`src/rtl/wpm_pkg.sv`:
```
// wpm_pkg: shared types, constants and the star closure function
// for the wildcard pattern matcher; no dependencies
`default_nettype none

package wpm_pkg;

    // pattern store size and derived widths
    localparam int MAX_PATTERN = 32;
    localparam int PREFIX_W    = MAX_PATTERN + 1;
    localparam int CNT_W       = $clog2(MAX_PATTERN + 1);
    localparam int IDX_W       = $clog2(MAX_PATTERN);
    localparam int PREFIX_LVLS = $clog2(PREFIX_W);

    localparam int KIND_W = 2;
    localparam int SYM_W  = 8;

    // item kinds
    localparam logic [KIND_W-1:0] KIND_PATTERN = 2'd0;
    localparam logic [KIND_W-1:0] KIND_TEXT    = 2'd1;
    localparam logic [KIND_W-1:0] KIND_END     = 2'd2;

    // wildcard symbols
    localparam logic [SYM_W-1:0] SYM_STAR = 8'h2A;
    localparam logic [SYM_W-1:0] SYM_ANY  = 8'h3F;

    typedef logic [PREFIX_W-1:0]    prefix_t;
    typedef logic [MAX_PATTERN-1:0] star_t;
    typedef logic [CNT_W-1:0]       count_t;
    typedef logic [SYM_W-1:0]       sym_t;

    typedef struct packed {
        logic [KIND_W-1:0] kind;
        sym_t              symbol;
    } item_t;

    // step command from the input stage to the matcher
    typedef struct packed {
        logic  valid;
        item_t item;
    } step_t;

    // end-of-text verdict
    typedef struct packed {
        logic matched;
        logic error;
    } result_t;

    // star closure as a log-depth prefix: bit j+1 picks up bit j across a star
    function automatic prefix_t star_close(prefix_t v, star_t s);
        prefix_t g;
        prefix_t p;
        prefix_t ng;
        prefix_t np;
        g = v;
        p = {s, 1'b0};
        for (int l = 0; l < PREFIX_LVLS; l++)
        begin
            ng = g;
            np = p;
            for (int j = 0; j < PREFIX_W; j++)
            begin
                if (j >= (1 << l))
                begin
                    ng[j] = g[j] | (p[j] & g[j - (1 << l)]);
                    np[j] = p[j] & p[j - (1 << l)];
                end
            end
            g = ng;
            p = np;
        end
        return g;
    endfunction

endpackage

`default_nettype wire

```
`src/rtl/wpm_item_if.sv`:
```
// wpm_item_if: valid/ready channel carrying one input item (kind, symbol)
// depends on wpm_pkg for field widths
`default_nettype none

interface wpm_item_if;
    logic                        valid;
    logic                        ready;
    logic [wpm_pkg::KIND_W-1:0]  kind;
    logic [wpm_pkg::SYM_W-1:0]   symbol;

    modport source (output valid, output kind, output symbol, input ready);
    modport sink   (input valid, input kind, input symbol, output ready);
endinterface

`default_nettype wire

```
`src/rtl/wpm_result_if.sv`:
```
// wpm_result_if: valid/ready channel carrying one result item (matched, error)
// no dependencies
`default_nettype none

interface wpm_result_if;
    logic valid;
    logic ready;
    logic matched;
    logic error;

    modport source (output valid, output matched, output error, input ready);
    modport sink   (input valid, input matched, input error, output ready);
endinterface

`default_nettype wire

```
`src/rtl/wildcard_pattern_matcher_core.sv`:
```
// wildcard_pattern_matcher_core: top level, input register, result register
// depends on wpm_pkg, wpm_item_if, wpm_result_if and wpm_nfa
//
// Usage: items arrive on the item channel (valid/ready). Kind 0 loads one
// pattern byte, kind 1 feeds one text byte, kind 2 ends the text and makes
// one result item (matched, error) on the result channel; kind 3 is dropped.
// Up to 32 pattern bytes are held; more, or a pattern byte after text, flags
// the error bit on the next result. Text length is unbounded.
// Throughput: one item per cycle while no end item waits for the result
// slot, set by the combinational prefix vector update (parallel compare against
// all stored bytes plus a log-depth star closure). An accepted item is held in
// the input register; an end item's result then goes to the result register.
// Stall: while a result waits, pattern and text items keep flowing; only a
// second end item waits in the input register until the result is taken.
// Reset: asynchronous, active low; clears the pattern count, prefix vector
// and flags and empties both registers. No clearing pass is needed.
`default_nettype none

module wildcard_pattern_matcher_core (
    input  logic                clk,
    input  logic                rst_n,
    wpm_item_if.sink            item,
    wpm_result_if.source        result
);
    import wpm_pkg::*;

    logic    in_valid_reg;
    item_t   in_item_reg;
    logic    out_valid_reg;
    logic    out_valid_next;
    result_t out_data_reg;

    logic    in_take;
    logic    in_adv;
    logic    end_load;
    step_t   step;
    result_t verdict;

    // input stage advance: only an end item needs a free result slot
    assign in_adv   = in_valid_reg
                      && (in_item_reg.kind != KIND_END || !out_valid_reg || result.ready);
    assign end_load = in_adv && (in_item_reg.kind == KIND_END);
    assign in_take  = item.valid && item.ready;

    assign item.ready = !in_valid_reg || in_adv;

    // input register
    always_ff @(posedge clk or negedge rst_n)
    begin
        if (!rst_n)
        begin
            in_valid_reg <= 1'b0;
        end
        else if (item.ready)
        begin
            in_valid_reg <= item.valid;
        end
    end

    always_ff @(posedge clk)
    begin
        if (in_take)
        begin
            in_item_reg.kind   <= item.kind;
            in_item_reg.symbol <= item.symbol;
        end
    end

    // matcher
    assign step.valid = in_adv;
    assign step.item  = in_item_reg;

    wpm_nfa u_nfa (
        .clk   (clk),
        .rst_n (rst_n),
        .step  (step),
        .res   (verdict)
    );

    // result register
    always_comb
    begin
        out_valid_next = out_valid_reg;
        if (end_load)
        begin
            out_valid_next = 1'b1;
        end
        else if (result.ready)
        begin
            out_valid_next = 1'b0;
        end
    end

    always_ff @(posedge clk or negedge rst_n)
    begin
        if (!rst_n)
        begin
            out_valid_reg <= 1'b0;
        end
        else
        begin
            out_valid_reg <= out_valid_next;
        end
    end

    always_ff @(posedge clk)
    begin
        if (end_load)
        begin
            out_data_reg <= verdict;
        end
    end

    assign result.valid   = out_valid_reg;
    assign result.matched = out_data_reg.matched;
    assign result.error   = out_data_reg.error;

    // checks
    a_end_gives_result: assert property (@(posedge clk) disable iff (!rst_n)
        end_load |=> result.valid)
        else $error("end item produced no result");

    a_result_source: assert property (@(posedge clk) disable iff (!rst_n)
        $rose(result.valid) |-> $past(end_load))
        else $error("result appeared without an end item");

    a_stall_only_on_end: assert property (@(posedge clk) disable iff (!rst_n)
        !item.ready |-> (in_valid_reg && in_item_reg.kind == KIND_END && result.valid))
        else $error("input stalled without a pending end item");

endmodule

`default_nettype wire

```
`src/rtl/wpm_nfa.sv`:
```
// wpm_nfa: pattern store and prefix bit vector, updated once per step
// depends on wpm_pkg
`default_nettype none

module wpm_nfa (
    input  logic             clk,
    input  logic             rst_n,
    input  wpm_pkg::step_t   step,
    output wpm_pkg::result_t res
);
    import wpm_pkg::*;

    sym_t    store_reg [MAX_PATTERN];
    count_t  count_reg;
    count_t  count_next;
    prefix_t prefix_reg;
    prefix_t prefix_next;
    logic    text_seen_reg;
    logic    text_seen_next;
    logic    fault_reg;
    logic    fault_next;

    star_t   used_mask;
    star_t   star_mask;
    prefix_t closed;
    prefix_t text_vec;
    logic    store_wr;
    logic    end_step;

    // per-entry decode of the stored pattern
    always_comb
    begin
        for (int i = 0; i < MAX_PATTERN; i++)
        begin
            used_mask[i] = CNT_W'(i) < count_reg;
            star_mask[i] = used_mask[i] && (store_reg[i] == SYM_STAR);
        end
    end

    assign closed = star_close(prefix_reg, star_mask);

    // advance the prefix vector by one text symbol
    always_comb
    begin
        text_vec = '0;
        for (int i = 0; i < MAX_PATTERN; i++)
        begin
            if (used_mask[i] && closed[i])
            begin
                if (star_mask[i])
                begin
                    text_vec[i] = 1'b1;
                end
                else if (store_reg[i] == SYM_ANY || store_reg[i] == step.item.symbol)
                begin
                    text_vec[i + 1] = 1'b1;
                end
            end
        end
    end

    // verdict for an end item
    always_comb
    begin
        if (fault_reg)
        begin
            res.matched = 1'b0;
            res.error   = 1'b1;
        end
        else
        begin
            res.matched = closed[count_reg];
            res.error   = 1'b0;
        end
    end

    // next state per item kind
    always_comb
    begin
        count_next     = count_reg;
        prefix_next    = prefix_reg;
        text_seen_next = text_seen_reg;
        fault_next     = fault_reg;
        store_wr       = 1'b0;
        end_step       = 1'b0;
        if (step.valid)
        begin
            unique case (step.item.kind)
                KIND_PATTERN:
                begin
                    if (text_seen_reg || count_reg >= CNT_W'(MAX_PATTERN))
                    begin
                        fault_next = 1'b1;
                    end
                    else
                    begin
                        store_wr   = 1'b1;
                        count_next = count_reg + 1'b1;
                    end
                end
                KIND_TEXT:
                begin
                    prefix_next    = text_vec;
                    text_seen_next = 1'b1;
                end
                KIND_END:
                begin
                    end_step       = 1'b1;
                    count_next     = '0;
                    prefix_next    = PREFIX_W'(1);
                    text_seen_next = 1'b0;
                    fault_next     = 1'b0;
                end
                default:
                begin
                    end_step = 1'b0;
                end
            endcase
        end
    end

    // control state
    always_ff @(posedge clk or negedge rst_n)
    begin
        if (!rst_n)
        begin
            count_reg     <= '0;
            prefix_reg    <= PREFIX_W'(1);
            text_seen_reg <= 1'b0;
            fault_reg     <= 1'b0;
        end
        else
        begin
            count_reg     <= count_next;
            prefix_reg    <= prefix_next;
            text_seen_reg <= text_seen_next;
            fault_reg     <= fault_next;
        end
    end

    // pattern store, written at the fill position
    always_ff @(posedge clk)
    begin
        if (store_wr)
        begin
            store_reg[count_reg[IDX_W-1:0]] <= step.item.symbol;
        end
    end

    // checks
    a_count_bound: assert property (@(posedge clk) disable iff (!rst_n)
        count_reg <= CNT_W'(MAX_PATTERN))
        else $error("pattern count beyond store size");

    a_end_clears: assert property (@(posedge clk) disable iff (!rst_n)
        end_step |=> (count_reg == '0 && prefix_reg == PREFIX_W'(1) && !fault_reg))
        else $error("end item did not clear the matcher");

    a_fault_no_match: assert property (@(posedge clk) disable iff (!rst_n)
        fault_reg |-> (res.error && !res.matched))
        else $error("faulted pair reports a match");

    a_no_store_after_text: assert property (@(posedge clk) disable iff (!rst_n)
        (store_wr && text_seen_reg) |-> 1'b0)
        else $error("pattern stored after text");

endmodule

`default_nettype wire
```
`src/flat_wrapper.sv`:
```
// flat-port wrapper written by rule: the top's interface ports become plain ports
module wildcard_pattern_matcher_core_flat import wpm_pkg::*;
  (clk, rst_n, item_valid, item_kind, item_symbol, item_ready, result_valid, result_matched, result_error, result_ready);
  wpm_item_if item_i ();
  wpm_result_if result_i ();
  input  logic clk;
  input  logic rst_n;
  input wire logic [$bits(item_i.valid)-1:0] item_valid;
  input wire logic [$bits(item_i.kind)-1:0] item_kind;
  input wire logic [$bits(item_i.symbol)-1:0] item_symbol;
  output wire logic [$bits(item_i.ready)-1:0] item_ready;
  output wire logic [$bits(result_i.valid)-1:0] result_valid;
  output wire logic [$bits(result_i.matched)-1:0] result_matched;
  output wire logic [$bits(result_i.error)-1:0] result_error;
  input wire logic [$bits(result_i.ready)-1:0] result_ready;
  assign item_i.valid = item_valid;
  assign item_i.kind = item_kind;
  assign item_i.symbol = item_symbol;
  assign item_ready = item_i.ready;
  assign result_valid = result_i.valid;
  assign result_matched = result_i.matched;
  assign result_error = result_i.error;
  assign result_i.ready = result_ready;
  wildcard_pattern_matcher_core u_core (.clk(clk), .rst_n(rst_n), .item(item_i), .result(result_i));
endmodule
```
`config.mk`:
```
export PLATFORM = sky130hd
export DESIGN_NAME = wildcard_pattern_matcher_core_flat
export DESIGN_NICKNAME = d
export VERILOG_FILES = /design/src/rtl/wpm_pkg.sv /design/src/rtl/wpm_item_if.sv /design/src/rtl/wpm_result_if.sv /design/src/rtl/wildcard_pattern_matcher_core.sv /design/src/rtl/wpm_nfa.sv /design/src/flat_wrapper.sv
export SDC_FILE = /design/constraint.sdc
export NUM_CORES = 1
export LEC_CHECK = 0
export ABC_AREA = 0
export BUFFER_PORTS_ARGS = -buffer_cell sky130_fd_sc_hd__buf_2
export CAP_MARGIN = 10
export CORE_ASPECT_RATIO = 0.8
export CORE_MARGIN = 5
export CORE_UTILIZATION = 55
export DETAILED_ROUTE_END_ITERATION = 16
export GPL_ROUTABILITY_DRIVEN = 0
export GPL_TIMING_DRIVEN = 0
export PLACE_DENSITY = 0.74
export SLEW_MARGIN = 40
export SYNTH_ARGS = -nofsm -noshare
export SYNTH_HDL_FRONTEND = slang
export SYNTH_SLANG_ARGS = --single-unit
```
`constraint.sdc`:
```
create_clock -name clk -period 5.19 [get_ports clk]
set_input_delay 1.038 -clock clk [delete_from_list [all_inputs] [get_ports clk]]
set_output_delay 1.038 -clock clk [all_outputs]
set_load 0.02 [all_outputs]
```
==> reports/results.ini <==
[status]
status = completed

[floorplanning]
start_util_pct = 56.1
fp.dieH_um = 165
rows = 56
coreArea_sq_um = 29400
fp.dieW_um = 204
io_pins = 18
die-area_sq_um = 33600

[clock_network]
ctsHoldBuffers = 0
numCtsBuffers = 31
clock_latency_ns = 0.59
root_buffer = clkbuf_16
clkTransAtPathRegs_ns = 0.07
h-tree-depth = 1
cts_tree = done
cts_num_sinks = 311
cts_buffer_depth = 3

[yosys]
synth_ff_type = edfxtp_1
syn_inst = 1481
synthMuxAreaShare_pct = 0.394
synthArstFlopShare_pct = 13.8
synth_compound_area_share_pct = 11.8
synth_edf_count = 268
synth-adder-area-share_pct = 0.531
syn-cell-area_sq_um = 16500
synth_cell_types = 81
synth_nets = 1502
syn_area_per_cell_sq_um = 11.1
ys_seq_area_share_pct = 55.3
yosys.area_share.simple_pct = 16.3
ys_ff_latch = 311
synth_xor_area_share_pct = 13.6
yosys_warnings = 0
synth_top_family_by_area = simple AND/OR/NAND/NOR gates

[placed_design]
hpwl_um = 35200
dpl_cell_area_sq_um = 17400
post-place-ws_ns = -0.307
numPlacedInstances = 1896
io_buffers = 17

[critical_path]
worstPathArrival_ns = 5.41
critPathKind = flip-flop to flip-flop
cp_num_buf_inv = 0
cp.required_ns = 5.47
path_max_fanout = 9
path_cells = ha_1, a2111o_1, nand4_1, nor2_1, and3_1, a2111o_2, a31oi_1, a22oi_1, a21oi_1, a21oi_1, a21boi_0, o31a_1, nand4b_1
crit_family = compound AO/OA/AOI/OAI gates
worstSetupEndpointType = flip-flop
start_kind = flip-flop
critical-path-max-stage-delay_ns = 0.61
critPathSlowestCell = a31oi_1
cpMostUsedCell = a21oi_1

[finish]
syn_to_final_growth_pct = 11.2
largest_register_ffs = 256
fin_util_pct = 62.4
fin_nets = 1574
instances_no_fill = 1954
drive_above_1_share_pct = 9.64
seqCellArea_sq_um = 9130
num_antenna_cells = 0
multiInputGateArea_sq_um = 7100
layout_commonest_cell = edfxtp_1
n_fill_cell = 2267
fin_area_sq_um = 18400
final_cell_mix = edfxtp_1 (268), xnor2_1 (192), nor2_1 (129)

[sta]
fin_crit_sh_pct = 98.8
max_slew_margin_pct = 40.4
setup_viol = 0
fin_ws_ns = 0.0633
rsz0062_at_grt = no
worst_pin_slew_ns = 0.894
skew_ns = 0.0149
holdWs_ns = 0.470
slew_viol_final = 0
clock.fmax_mhz = 195
fin_crit_ns = 5.13
finalHoldViolCount = 0

[grt]
grt_max_degree = 44
grt_pass1_wl_um = 73100
antenna_found_initial = 0
overflow = 0
grt_pass1_vias = 12400
grt_usage_pct = 28.6

[power]
vdd_drop_max_v = 0.000285
powerDensity_nw_per_um2 = 299
p_leak_uw = 0.00582

[drt]
drcViolationCount = 0
drt-pass1-iter-count = 9
vias = 12900
vias_per_cell = 6.60
avgRoutedWirePerCell_um = 24.8
wirelength_um = 48500
drtIter0Drc = 1877
antenna_left = 0

[job]
maxCapViolations = 0

[min_path]
hp-class = flip-flop to flip-flop

-- cell type report --
cell class	instances	area share, %
plain buffers	61	1.44
multi-input cells	1078	38.7
flip-flops and latches	311	49.7
well taps	377	2.57
clock inverters	16	0.620
inverters	31	0.640
repair buffers	39	1.83
clock buffers	41	4.54
-- metal layers --
metal  GRT usage, %  share of wire, %  up-vias
li1               -                 -     5690
met1           40.8                41     6249
met2           43.4                43      790
met3           6.99                12      168
met4           9.50               4.0        0
met5              0                 0        -
-- worst reg2reg max path, stage by stage (launching register included) --
cell and delay (ns):
dfrtp_2 0.50, ha_1 0.40, a2111o_1 0.53, nand4_1 0.34
nor2_1 0.13, and3_1 0.17, a2111o_2 0.50, a31oi_1 0.61
a22oi_1 0.38, a21oi_1 0.49, a21oi_1 0.13, a21boi_0 0.31
o31a_1 0.16, nand4b_1 0.17
-- through the flow --
stage               total power (uW)  TNS, ns
floorplan                       3160        0
global placement                3350    -1.79
detailed placement              3380   -0.307
CTS                             5480        0
global route                    5630        0
finish                          5500        0
-- kinds of logic (layout without fill, tap and decap cells) --
logic type	count (synthesis)	after routing
AND/OR/NAND/NOR	523	523
flip-flops	311	311
AO/OA/AOI/OAI	287	287
XOR/XNOR	256	256
buffers and inverters	92	188
adder cells (fa/ha/maj)	7	7
multiplexers	5	5
-- synth_stat cells, drive strengths merged, types with 32 or more instances --
master	instances	area (sq um)
xor2	64	561
nor2	129	484
o21ai	63	315
a21oi	56	280
nor3	54	270
clkbuf	38	143
nand2	103	387
nand4	61	382
edfxtp	268	8050
xnor2	192	1680
nand3	32	160
dfrtp	42	1050
-- worst paths after layout --
kind | from | to | slack [ns] | depth (start not counted)
worst max-delay path | u_core.u_nfa.count_reg[0] | u_core.result.matched | 0.06 | 13
worst min-delay path | u_core.u_nfa.prefix_reg[29] | u_core.u_nfa.prefix_reg[29] | 0.47 | 2
worst max register to register | u_core.u_nfa.count_reg[0] | u_core.result.matched | 0.06 | 13
worst min register to register | u_core.u_nfa.prefix_reg[29] | u_core.u_nfa.prefix_reg[29] | 0.47 | 2
max in group asynchronous | rst_n | u_core.u_nfa.count_reg[0] | 4.23 | 1
min in group asynchronous | rst_n | u_core.u_nfa.count_reg[1] | 0.48 | 1
-- what timing repair did --
action	4_1_cts	5_1_grt
setup endpoints to repair	1	1
buffers inserted	0	1
pin swaps	0	1
resized for setup	2	1
-- power by group --
| part | internal [uW] | leakage, uW | switching (uW) |
|---|---|---|---|
| Combinational | 181 | 0.00237 | 389 |
| Clock | 1170 | 0.000453 | 961 |
| Sequential | 2750 | 0.00300 | 43.6 |
No activity file was read; power rests on OpenSTA's default activity.
